--- config.mk ---
export PLATFORM = sky130hd
export DESIGN_NAME = char_lcd_cursor_writer_unit_flat
export DESIGN_NICKNAME = d
export VERILOG_FILES = /design/src/hw/rtl/lcdw_pkg.sv /design/src/hw/rtl/lcdw_in_if.sv /design/src/hw/rtl/lcdw_out_if.sv /design/src/hw/rtl/lcdw_cfg.sv /design/src/hw/rtl/lcdw_step.sv /design/src/hw/rtl/lcdw_ser.sv /design/src/hw/rtl/char_lcd_cursor_writer_unit.sv /design/src/flat_wrapper.sv
export SDC_FILE = /design/constraint.sdc
export NUM_CORES = 1
export LEC_CHECK = 0
export BUFFER_PORTS_ARGS = -buffer_cell sky130_fd_sc_hd__buf_2
export CORE_MARGIN = 1
export CORE_UTILIZATION = 30
export CTS_CLUSTER_SIZE = 14
export DETAILED_ROUTE_END_ITERATION = 7
export PLACE_DENSITY_LB_ADDON = 0.3
export SYNTH_ARGS = -nofsm -noshare
export SYNTH_HDL_FRONTEND = slang
export SYNTH_SLANG_ARGS = --single-unit
--- constraint.sdc ---
create_clock -name i_clk -period 7.7 [get_ports i_clk]
set_clock_uncertainty 0.15 [all_clocks]
set_input_delay 0.77 -clock i_clk [delete_from_list [all_inputs] [get_ports i_clk]]
set_output_delay 0.77 -clock i_clk [all_outputs]
set_load 0.02 [all_outputs]
--- src/hw/rtl/lcdw_pkg.sv ---
`default_nettype none

package lcdw_pkg;

    localparam int COL_W     = 6;
    localparam int ROW_W     = 2;
    localparam int LINE_W    = 3;
    localparam int RUN_SLOTS = 4;
    localparam int SLOT_W    = $clog2(RUN_SLOTS);

    localparam logic [1:0] OP_PUT   = 2'd0;
    localparam logic [1:0] OP_MOVE  = 2'd1;
    localparam logic [1:0] OP_CLEAR = 2'd2;

    localparam logic REG_COLUMN_COUNT = 1'b0;
    localparam logic REG_LINE_COUNT   = 1'b1;

    localparam logic [7:0] NEWLINE_CODE = 8'h0a;
    localparam logic [7:0] CMD_CLEAR    = 8'h01;
    localparam logic [7:0] CMD_HOME     = 8'h02;
    localparam logic [7:0] CMD_DDRAM    = 8'h80;
    localparam logic [7:0] ROW1_OFFSET  = 8'h40;

    localparam logic [COL_W-1:0]  COLS_MAX    = 6'd40;
    localparam logic [LINE_W-1:0] LINES_MAX   = 3'd4;
    localparam logic [COL_W-1:0]  COLS_RESET  = 6'd16;
    localparam logic [LINE_W-1:0] LINES_RESET = 3'd2;

    localparam logic RS_CMD  = 1'b0;
    localparam logic RS_DATA = 1'b1;

    typedef struct packed {
        logic [COL_W-1:0]  column_count;
        logic [LINE_W-1:0] line_count;
    } t_cfg;

    typedef struct packed {
        logic       rs;
        logic [3:0] nib;
    } t_nibble;

    typedef struct packed {
        t_nibble [RUN_SLOTS-1:0] slot;
        logic [SLOT_W-1:0]       last;
    } t_run;

    typedef struct packed {
        logic load;
        t_run run;
    } t_run_load;

endpackage

`default_nettype wire

--- src/hw/rtl/lcdw_in_if.sv ---
`default_nettype none

interface lcdw_in_if;
    logic       valid;
    logic       ready;
    logic [1:0] opcode;
    logic [7:0] char_code;
    logic [5:0] target_column;
    logic [1:0] target_row;

    modport source (output valid, opcode, char_code, target_column, target_row, input ready);
    modport sink   (input valid, opcode, char_code, target_column, target_row, output ready);
endinterface

`default_nettype wire

--- src/hw/rtl/lcdw_out_if.sv ---
`default_nettype none

interface lcdw_out_if;
    logic       valid;
    logic       ready;
    logic       register_select;
    logic [3:0] bus_nibble;
    logic       last_of_run;

    modport source (output valid, register_select, bus_nibble, last_of_run, input ready);
    modport sink   (input valid, register_select, bus_nibble, last_of_run, output ready);
endinterface

`default_nettype wire

--- src/hw/rtl/lcdw_cfg.sv ---
`default_nettype none

module lcdw_cfg (
    input  wire logic                      i_clk,
    input  wire logic                      i_rst_n,
    input  wire logic                      i_cfg_we,
    input  wire logic                      i_cfg_index,
    input  wire logic [lcdw_pkg::COL_W-1:0] i_cfg_data,
    output lcdw_pkg::t_cfg                 o_cfg
);
    import lcdw_pkg::*;

    logic [COL_W-1:0]  r_column_count, n_column_count;
    logic [LINE_W-1:0] r_line_count, n_line_count;

    always_comb begin
        n_column_count = r_column_count;
        n_line_count   = r_line_count;
        if (i_cfg_we) begin
            case (i_cfg_index)
                REG_COLUMN_COUNT: begin
                    n_column_count = (i_cfg_data > COLS_MAX) ? COLS_MAX : i_cfg_data;
                end
                REG_LINE_COUNT: begin
                    n_line_count = (i_cfg_data[LINE_W-1:0] > LINES_MAX) ? LINES_MAX
                                                                       : i_cfg_data[LINE_W-1:0];
                end
                default: begin
                end
            endcase
        end
    end

    always_ff @(posedge i_clk) begin
        if (!i_rst_n) begin
            r_column_count <= COLS_RESET;
            r_line_count   <= LINES_RESET;
        end else begin
            r_column_count <= n_column_count;
            r_line_count   <= n_line_count;
        end
    end

    assign o_cfg.column_count = r_column_count;
    assign o_cfg.line_count   = r_line_count;

endmodule

`default_nettype wire

--- src/hw/rtl/lcdw_step.sv ---
`default_nettype none

module lcdw_step (
    input  wire logic                      i_clk,
    input  wire logic                      i_rst_n,
    input  wire logic                      i_accept,
    input  wire logic [1:0]                i_opcode,
    input  wire logic [7:0]                i_char_code,
    input  wire logic [lcdw_pkg::COL_W-1:0] i_target_column,
    input  wire logic [lcdw_pkg::ROW_W-1:0] i_target_row,
    input  wire lcdw_pkg::t_cfg            i_cfg,
    output lcdw_pkg::t_run_load            o_run
);
    import lcdw_pkg::*;

    logic [COL_W-1:0] r_col, n_col;
    logic [ROW_W-1:0] r_row, n_row;
    logic             r_wrapped, n_wrapped;

    logic             is_nl;
    logic             skip;
    logic [COL_W:0]   col_pre;
    logic             wrap;
    logic [LINE_W-1:0] row_pre;
    logic [COL_W-1:0] put_col;
    logic [ROW_W-1:0] put_row;
    logic [7:0]       put_cmd;
    logic [7:0]       move_cmd;

    function automatic logic [7:0] ddram_cmd(input logic [COL_W-1:0] col,
                                             input logic [ROW_W-1:0] row,
                                             input logic [COL_W-1:0] cols);
        logic [7:0] addr;
        addr = {2'b00, col};
        if (row[0]) addr = addr + ROW1_OFFSET;
        if (row[1]) addr = addr + {2'b00, cols};
        return CMD_DDRAM | addr;
    endfunction

    function automatic t_nibble nib_of(input logic rs, input logic [3:0] nib);
        t_nibble w;
        w.rs  = rs;
        w.nib = nib;
        return w;
    endfunction

    always_comb begin
        is_nl   = (i_char_code == NEWLINE_CODE);
        skip    = is_nl && !r_wrapped;
        col_pre = skip ? {1'b0, i_cfg.column_count} : ({1'b0, r_col} + 7'd1);
        wrap    = (col_pre >= {1'b0, i_cfg.column_count});
        row_pre = wrap ? ({1'b0, r_row} + 3'd1) : {1'b0, r_row};
        put_row = (row_pre >= i_cfg.line_count) ? '0 : row_pre[ROW_W-1:0];
        put_col = wrap ? '0 : col_pre[COL_W-1:0];
        put_cmd  = ddram_cmd(put_col, put_row, i_cfg.column_count);
        move_cmd = ddram_cmd(i_target_column, i_target_row, i_cfg.column_count);

        n_col      = r_col;
        n_row      = r_row;
        n_wrapped  = r_wrapped;
        o_run.load = 1'b0;
        o_run.run  = '0;

        case (i_opcode)
            OP_PUT: begin
                o_run.load = i_accept;
                n_col      = put_col;
                n_row      = put_row;
                if (wrap) n_wrapped = !is_nl;
                if (skip) begin
                    o_run.run.slot[0] = nib_of(RS_CMD, put_cmd[7:4]);
                    o_run.run.slot[1] = nib_of(RS_CMD, put_cmd[3:0]);
                    o_run.run.last    = SLOT_W'(1);
                end else begin
                    o_run.run.slot[0] = nib_of(RS_DATA, i_char_code[7:4]);
                    o_run.run.slot[1] = nib_of(RS_DATA, i_char_code[3:0]);
                    o_run.run.slot[2] = nib_of(RS_CMD, put_cmd[7:4]);
                    o_run.run.slot[3] = nib_of(RS_CMD, put_cmd[3:0]);
                    o_run.run.last    = SLOT_W'(3);
                end
            end
            OP_MOVE: begin
                o_run.load        = i_accept;
                n_col             = i_target_column;
                n_row             = i_target_row;
                o_run.run.slot[0] = nib_of(RS_CMD, move_cmd[7:4]);
                o_run.run.slot[1] = nib_of(RS_CMD, move_cmd[3:0]);
                o_run.run.last    = SLOT_W'(1);
            end
            OP_CLEAR: begin
                o_run.load        = i_accept;
                n_col             = '0;
                n_row             = '0;
                o_run.run.slot[0] = nib_of(RS_CMD, CMD_CLEAR[7:4]);
                o_run.run.slot[1] = nib_of(RS_CMD, CMD_CLEAR[3:0]);
                o_run.run.slot[2] = nib_of(RS_CMD, CMD_HOME[7:4]);
                o_run.run.slot[3] = nib_of(RS_CMD, CMD_HOME[3:0]);
                o_run.run.last    = SLOT_W'(3);
            end
            default: begin
            end
        endcase
    end

    always_ff @(posedge i_clk) begin
        if (!i_rst_n) begin
            r_col     <= '0;
            r_row     <= '0;
            r_wrapped <= 1'b0;
        end else if (i_accept) begin
            r_col     <= n_col;
            r_row     <= n_row;
            r_wrapped <= n_wrapped;
        end
    end

endmodule

`default_nettype wire

--- src/hw/rtl/lcdw_ser.sv ---
`default_nettype none

module lcdw_ser (
    input  wire logic                i_clk,
    input  wire logic                i_rst_n,
    input  wire lcdw_pkg::t_run_load i_run,
    output logic                     o_can_load,
    lcdw_out_if.source               o_out
);
    import lcdw_pkg::*;

    logic              r_valid;
    logic [SLOT_W-1:0] r_idx;
    t_run              r_run;
    logic              take;
    logic              at_last;
    t_nibble           cur;

    always_comb begin
        cur        = r_run.slot[r_idx];
        at_last    = (r_idx == r_run.last);
        take       = r_valid && o_out.ready;
        o_can_load = !r_valid || (take && at_last);
    end

    always_ff @(posedge i_clk) begin
        if (!i_rst_n) begin
            r_valid <= 1'b0;
            r_idx   <= '0;
        end else if (i_run.load) begin
            r_valid <= 1'b1;
            r_idx   <= '0;
        end else if (take) begin
            if (at_last) begin
                r_valid <= 1'b0;
            end else begin
                r_idx <= r_idx + SLOT_W'(1);
            end
        end
    end

    always_ff @(posedge i_clk) begin
        if (i_run.load) begin
            r_run <= i_run.run;
        end
    end

    assign o_out.valid           = r_valid;
    assign o_out.register_select = cur.rs;
    assign o_out.bus_nibble      = cur.nib;
    assign o_out.last_of_run     = r_valid && at_last;

endmodule

`default_nettype wire

--- src/hw/rtl/char_lcd_cursor_writer_unit.sv ---
// channel   dir  handshake     word
// i_in      in   valid/ready   opcode, char_code, target_column, target_row
// o_out     out  valid/ready   register_select, bus_nibble, last_of_run
// cfg       in   i_cfg_we      i_cfg_index, i_cfg_data (no read-back)
//
// An operation yields 2 or 4 output words, one per cycle while o_out.ready is high, the first
// in the cycle after it is taken; opcode 3 is taken but yields no words and loads no run.
// The next operation is taken in the cycle its predecessor's last word leaves,
// since the run buffer holds only one run at a time.
// Reset (i_rst_n low, synchronous) zeroes cursor and wrap flag, loads 16 columns and 2 lines.
// o_out.ready low holds the current word; i_in.ready drops until the run drains.
`default_nettype none

module char_lcd_cursor_writer_unit (
    input  wire logic                      i_clk,
    input  wire logic                      i_rst_n,
    lcdw_in_if.sink                        i_in,
    lcdw_out_if.source                     o_out,
    input  wire logic                      i_cfg_we,
    input  wire logic                      i_cfg_index,
    input  wire logic [lcdw_pkg::COL_W-1:0] i_cfg_data
);
    import lcdw_pkg::*;

    t_cfg      w_cfg;
    t_run_load w_run;
    logic      w_can_load;
    logic      w_accept;

    assign i_in.ready = w_can_load;
    assign w_accept   = i_in.valid && w_can_load;

    lcdw_cfg u_cfg (
        .i_clk       (i_clk),
        .i_rst_n     (i_rst_n),
        .i_cfg_we    (i_cfg_we),
        .i_cfg_index (i_cfg_index),
        .i_cfg_data  (i_cfg_data),
        .o_cfg       (w_cfg)
    );

    lcdw_step u_step (
        .i_clk           (i_clk),
        .i_rst_n         (i_rst_n),
        .i_accept        (w_accept),
        .i_opcode        (i_in.opcode),
        .i_char_code     (i_in.char_code),
        .i_target_column (i_in.target_column),
        .i_target_row    (i_in.target_row),
        .i_cfg           (w_cfg),
        .o_run           (w_run)
    );

    lcdw_ser u_ser (
        .i_clk      (i_clk),
        .i_rst_n    (i_rst_n),
        .i_run      (w_run),
        .o_can_load (w_can_load),
        .o_out      (o_out)
    );

`ifndef ASSERT_OFF
    a_ready_only_when_drained: assert property (@(posedge i_clk) disable iff (!i_rst_n)
        i_in.ready |-> (!o_out.valid || (o_out.ready && o_out.last_of_run)))
        else $error("input ready while a run is still pending");

    a_load_shows_word: assert property (@(posedge i_clk) disable iff (!i_rst_n)
        w_run.load |=> o_out.valid)
        else $error("loaded run not presented");

    a_drain_empties: assert property (@(posedge i_clk) disable iff (!i_rst_n)
        (o_out.valid && o_out.ready && o_out.last_of_run && !w_run.load) |=> !o_out.valid)
        else $error("output still valid after last word taken");

    a_cfg_range: assert property (@(posedge i_clk) disable iff (!i_rst_n)
        (w_cfg.column_count <= COLS_MAX) && (w_cfg.line_count <= LINES_MAX))
        else $error("configuration out of range");
`endif

endmodule

`default_nettype wire
--- src/flat_wrapper.sv ---
// flat-port wrapper written by rule: the top's interface ports become plain ports
module char_lcd_cursor_writer_unit_flat import lcdw_pkg::*;
  (i_clk, i_rst_n, i_cfg_we, i_cfg_index, i_cfg_data, i_in_valid, i_in_opcode, i_in_char_code, i_in_target_column, i_in_target_row, i_in_ready, o_out_valid, o_out_register_select, o_out_bus_nibble, o_out_last_of_run, o_out_ready);
  lcdw_in_if i_in_i ();
  lcdw_out_if o_out_i ();
  input  wire logic i_clk;
  input  wire logic i_rst_n;
  input  wire logic i_cfg_we;
  input  wire logic i_cfg_index;
  input  wire logic [lcdw_pkg::COL_W-1:0] i_cfg_data;
  input wire logic [$bits(i_in_i.valid)-1:0] i_in_valid;
  input wire logic [$bits(i_in_i.opcode)-1:0] i_in_opcode;
  input wire logic [$bits(i_in_i.char_code)-1:0] i_in_char_code;
  input wire logic [$bits(i_in_i.target_column)-1:0] i_in_target_column;
  input wire logic [$bits(i_in_i.target_row)-1:0] i_in_target_row;
  output wire logic [$bits(i_in_i.ready)-1:0] i_in_ready;
  output wire logic [$bits(o_out_i.valid)-1:0] o_out_valid;
  output wire logic [$bits(o_out_i.register_select)-1:0] o_out_register_select;
  output wire logic [$bits(o_out_i.bus_nibble)-1:0] o_out_bus_nibble;
  output wire logic [$bits(o_out_i.last_of_run)-1:0] o_out_last_of_run;
  input wire logic [$bits(o_out_i.ready)-1:0] o_out_ready;
  assign i_in_i.valid = i_in_valid;
  assign i_in_i.opcode = i_in_opcode;
  assign i_in_i.char_code = i_in_char_code;
  assign i_in_i.target_column = i_in_target_column;
  assign i_in_i.target_row = i_in_target_row;
  assign i_in_ready = i_in_i.ready;
  assign o_out_valid = o_out_i.valid;
  assign o_out_register_select = o_out_i.register_select;
  assign o_out_bus_nibble = o_out_i.bus_nibble;
  assign o_out_last_of_run = o_out_i.last_of_run;
  assign o_out_i.ready = o_out_ready;
  char_lcd_cursor_writer_unit u_core (.i_clk(i_clk), .i_rst_n(i_rst_n), .i_in(i_in_i), .o_out(o_out_i), .i_cfg_we(i_cfg_we), .i_cfg_index(i_cfg_index), .i_cfg_data(i_cfg_data));
endmodule
## Word-level counts from Yosys, hierarchy flattened

Cells that the tools add are included.

| cells by class | value |
|---|---|
| bitwise gates (word level) | 3 |
| add/sub/neg operators | 7 |
| magnitude comparators | 5 |
| reductions and logical operators | 21 |
| multiplexer cells | 22 |
| eq/ne operators | 4 |

Operators by type and width:

| cell | count |
|---|---|
| 12-bit one-hot mux with 3 select lines | 1 |
| 7-bit 2-to-1 mux | 5 |
| 10-bit one-hot mux with 2 select lines | 1 |
| 6-bit one-hot mux with 3 select lines | 1 |
| 6-bit by 7-bit adder with 7-bit output, second input constant | 2 |
| 7-bit by 6-bit adder with 7-bit output | 2 |
| 12-bit 2-to-1 mux | 1 |
| 6-bit 2-to-1 mux | 2 |
| 5-bit binary-select mux with 2-bit select | 1 |
| 2-bit AND reduction | 5 |
| 9-bit 2-to-1 mux | 1 |
| 8-bit by 4-bit equality test with 1-bit output, second input constant | 1 |
| 6-bit by 1-bit adder with 7-bit output, second input constant | 1 |
| 7-bit by 6-bit >= comparator with 1-bit output | 1 |
| 6-bit greater-than comparator, second input constant | 1 |
| 3-bit 2-to-1 mux | 2 |
| 2-bit one-hot mux with 3 select lines | 1 |
| 1-bit logical AND | 5 |
| 5-bit 2-to-1 mux | 1 |
| 1-bit 2-to-1 mux | 4 |
| 2-bit nonzero test | 2 |
| 2-bit by 1-bit adder with 3-bit output, second input constant | 1 |
| 3-bit >= comparator | 1 |
| 3-bit greater-than comparator, second input constant | 1 |
| 14 further kinds | 18 |

| word-level totals | value |
|---|---|
| register bits after elaboration | 43 |
| output and inout bits | 8 |
| input port bits | 30 |
| word-level logic and storage cells | 78 |

## Longest topological paths before layout

| depth | value |
|---|---|
| depth after elaboration | 12 |
| depth in mapped cells | 20 |
| gate-level depth less buffers | 20 |

## Hierarchy

Synthesis repeated with hierarchy kept, for this count alone.

| unflattened totals | value |
|---|---|
| cell total of the unflattened synthesis | 349 |
| area, all modules | 3248.1 um^2 |

Modules (own cells, without submodules):

| module | cells an instance | area each (um^2) | times used |
|---|---|---|---|
| lcdw_step | 261 | 1886.8 | 1 |
| lcdw_ser | 51 | 1012.2 | 1 |
| lcdw_cfg | 36 | 342.8 | 1 |
| char_lcd_cursor_writer_unit | 1 | 6.3 | 1 |

## Worst setup path before layout

OpenSTA, ideal clock, no wires.

| path | value |
|---|---|
| kind | input port to flip-flop |
| start | input i_in_char_code[6] |
| end | register u_core.u_ser.r_run[2] (netlist bit) (data pin) |
| stages | 19 |
| slack | 2.084 ns |
| required time | 7.418 ns |
| path buffers | 2 |
| library setup time | 0.132 ns |
| data arrival time | 5.334 ns |
| path through | or4b_4 or3_1 buf_2 mux2i_1 inv_1 ha_1 nor4_1 o21ai_1 a31oi_1 nand2_1 clkbuf_1 mux2_1 ha_1 a21o_1 a21oi_1 o211ai_1 and2_1 a2111oi_1 a221o_1 |

RTL lines:

| what | line | source |
|---|---|---|
| start: declaration | flat_wrapper.sv:13 | `input wire logic [$bits(i_in_i.char_code)-1:0] i_in_char_code;` |
| end signal: assignment | lcdw_ser.sv:44 | `r_run <= i_run.run;` |
| end: declaration | lcdw_ser.sv:14 | `t_run r_run;` |

==> flow_summary.ini <==
[power]
internal_power_mw = 0.366
pwr-share-seq_pct = 43.3
swShare_pct = 35.3
power_density_mw_per_mm2 = 166
p_switching_mw = 0.200
leakage_nw = 1.44
peakVddDrop_uv = 64.4
clock_power_share_pct = 25.6
p_comb_share_pct = 31.1

[global_routing]
grt_pass1_vias = 2524
grt_remaining_overflow = 0
grt_util_all_layers_pct = 17.2
grt_antenna_before_repair = 0
grt_pass1_wl_mm = 13.5
grt_max_degree = 34

[die]
rows = 36
die_w_um = 102
die_area_sq_mm = 0.0105
die_h_um = 102
initial_core_util_pct = 30.8
boundaryPins = 38
core_area_sq_mm = 0.00977

[cts]
cts_made_buffers = 5
cts_tree = done
cts_resized = 0
ctsRootBufferMaster = clkbuf_8
clockBufferDepth = 2
clk_latency_ns = 0.30
clkTransAtPathRegs_ns = 0.09
cts_sinks = 39
cts_hold_buf = 0
htreeDepth = 2
postCtsSetupRepairBufs = 0

[placement]
place_area_sq_mm = 0.00332
dp_hpwl_mm = 6.68
gp_congestion = 0.917
io_buffers = 37

[route]
vias = 2677
wl_mm = 8.63
antenna_left = 0
route.detailed.drc = 0
wl_per_cell_um = 16.9
avgViaCountPerCell = 5.25
drt_iter0_drc = 179
firstDrtPassIters = 4

[logic_synthesis]
syn_avg_cell_area_sq_um = 8.79
synthDistinctLibCells = 59
synthesis.area_sq_mm = 0.00302
synth_cells = 343
yosysSeqAreaShare_pct = 31.9
ys.warnings.count = 0
async_reset_ff_share_pct = 0
ys_ff_latch = 39
synth-edff-count = 18
ys.flop_type = dfxtp_1
syn-num-nets = 401

[flow_run]
maxCapViolCount = 0

[layout]
fillCellCount = 1032
num_antenna_cells = 0
final_cell_area_sq_mm = 0.00341
nNetsFinal = 434
area_growth_pct = 13.1
drive_gt1_share_pct = 16.2

[timing]
rsz0062_at_grt = false
hold_viol_final = 0
drv_slew = 0
timing.hold.ws_ns = 0.322
relSlewSlack_pct = 24.2
fin_crit_ns = 6.37
tns_ns = 0
timing.final.crit_share_pct = 82.8
setup_viol = 0
tightest_slew_ns = 1.14
max_freq_ghz = 0.157

[critical_path]
worstPathMaxFanout = 13
worstReg2RegEnd = u_core.u_ser.r_run[2]$_DFFE_PP_
crit_path_end_kind = register
rr_worst_depth = 19
worst-setup-path-type = in2reg
arrival_ns = 6.40
required_ns = 7.73
cp-start-kind = input port
reg2reg_slack_ns = 1.97
r2r_start = u_core.u_step.r_col[0]$_SDFFE_PN0P_

[worst_hold_path]
min_to = u_core.u_cfg.r_line_count[2]$_SDFFE_PN0P_
hp-start = u_core.u_cfg.r_line_count[2]$_SDFFE_PN0P_
min_path_type = reg2reg
whs_path_depth = 2

[outcome]
status = finished clean
## stage by stage
stage / setup slack [ns] / std cells / utilization, % / power, mW
2_1_floorplan: 2.08 / 343 / - / 0.371
3_3_place_gp: 1.41 / 502 / 34.0 / 0.423
3_5_place_dp: 1.17 / 502 / 34.0 / 0.423
4_1_cts: 1.42 / 510 / 34.9 / 0.569
5_1_grt: 0.830 / 510 / 34.9 / 0.600
6_report: 1.33 / 510 / 34.9 / 0.566
## state kept, by name, summed over array words and instances (netlist names)
name,cells
u_core.u_step.r_col,6
u_core.u_ser.r_idx,2
u_core.u_step.r_wrapped,1
u_core.u_cfg.r_line_count,3
u_core.u_ser.o_out.valid,1
u_core.u_ser.r_run,18
u_core.u_step.r_row,2
u_core.u_cfg.r_column_count,6
## Yosys cell counts, types with 5 or more instances
master,n,area [sq um]
nor2b_1,7,43.8
nor2_1,24,90.1
xnor2_1,7,61.3
nor3_1,8,40.0
o22ai_1,5,31.3
o21ai_0,12,60.1
inv_1,21,78.8
ha_1,27,338
edfxtp_1,18,541
a211oi_1,6,45.0
xor2_1,6,52.6
nand2b_1,8,50.1
mux2i_1,8,80.1
nand2_1,34,128
a31oi_1,10,62.6
dfxtp_1,21,420
clkbuf_1,9,33.8
a21o_1,5,37.5
nand3_1,13,65.1
a21oi_1,24,120
## routing by layer
metal	GRT usage (%)	up-vias	share of wire, %
li1	-	1336	-
met1	23.8	1257	49
met2	27.8	73	45
met3	2.80	11	5.0
met4	4.73	0	1.2
met5	0	-	0
## layout by cell type, fill, tap and decap left out, types with 2 or more instances in the layout
| cell type | count |
|---|---|
| inv_1 | 21 |
| nor3b_1 | 2 |
| nand4_1 | 2 |
| and3_1 | 4 |
| nor2b_1 | 7 |
| edfxtp_1 | 18 |
| o21a_1 | 4 |
| a211oi_1 | 6 |
| a22oi_1 | 3 |
| nand2b_1 | 8 |
| o21ai_1 | 4 |
| a31oi_1 | 10 |
| nand2_1 | 34 |
| xor2_1 | 6 |
| a21oi_1 | 24 |
| mux2i_1 | 8 |
| ha_1 | 27 |
| o211ai_1 | 4 |
| o21ai_0 | 12 |
| and2_1 | 4 |
| mux4_2 | 4 |
| a221oi_1 | 2 |
| xnor2_1 | 7 |
| or3_1 | 3 |
| buf_2 | 37 |
| nand3_1 | 13 |
| o21bai_1 | 2 |
| dfxtp_1 | 21 |
| nor3_1 | 8 |
| a311oi_1 | 3 |
| clkbuf_8 | 5 |
| mux2_2 | 4 |
| a21o_1 | 5 |
| o22ai_1 | 5 |
| nor2_1 | 24 |
## kinds of logic after synthesis
| kind of cell | synth area share [%] |
|---|---|
| adders and majority gates | 11.9 |
| and+or+nand+nor | 19.9 |
| muxes | 8.01 |
| xor gates and xnor gates | 3.78 |
| buffers and inverters | 4.27 |
| AOI/OAI and AO/OA | 20.3 |
| DFF | 31.9 |
## worst max-delay path: stages
cell and delay, ns:
buf_2 0.11, or4b_4 0.54, or3_1 0.54, mux2i_1 0.31, inv_1 0.08, ha_1 0.19, nor4_1 0.25, o21ai_1 0.14
a31oi_1 0.50, nand2_1 0.49, mux2_1 0.46, ha_1 0.29, a21o_1 0.15, a21oi_1 0.31, o211ai_1 0.25, and2_1 0.30
a2111oi_1 0.50, a221o_1 0.23
## layout make-up
class                           count  area, sq um  area share (%)
Multi-Input combinational cell    271         1930            56.5
Sequential cell                    39          961            28.2
Timing Repair Buffer               38          193            5.65
Tap cell                          133          166            4.88
Inverter                           21         78.8            2.31
Clock buffer                        6         72.6            2.13
Clock inverter                      2         12.5           0.367
## worst max path at each step
stage	startpoint	end	slack [ns]	cells after the start
final	i_in_char_code[6]	u_core.u_ser.r_run[2]$_DFFE_PP_	1.33	18
after global routing	i_in_char_code[6]	u_core.u_ser.r_run[2]$_DFFE_PP_	0.83	18
after CTS	i_in_char_code[6]	u_core.u_ser.r_run[2]$_DFFE_PP_	1.42	18
after detailed placement	i_in_char_code[2]	u_core.u_ser.r_run[2]$_DFFE_PP_	1.17	18
after global placement	i_in_char_code[6]	u_core.u_ser.r_run[12]$_DFFE_PP_	1.41	20
after floorplan	i_in_char_code[6]	u_core.u_ser.r_run[2]$_DFFE_PP_	2.08	19
## power by group through the flow
| stage | sequential, mW | clock [mW] | combinational [mW] |
|---|---|---|---|
| 2_1_floorplan | 0.245 | 0 | 0.126 |
| 3_5_place_dp | 0.250 | 0 | 0.174 |
| 5_1_grt | 0.247 | 0.156 | 0.196 |
| 6_report | 0.245 | 0.145 | 0.176 |
| 3_3_place_gp | 0.250 | 0 | 0.173 |
| 4_1_cts | 0.245 | 0.149 | 0.175 |
No activity file was read; power rests on OpenSTA's default activity.
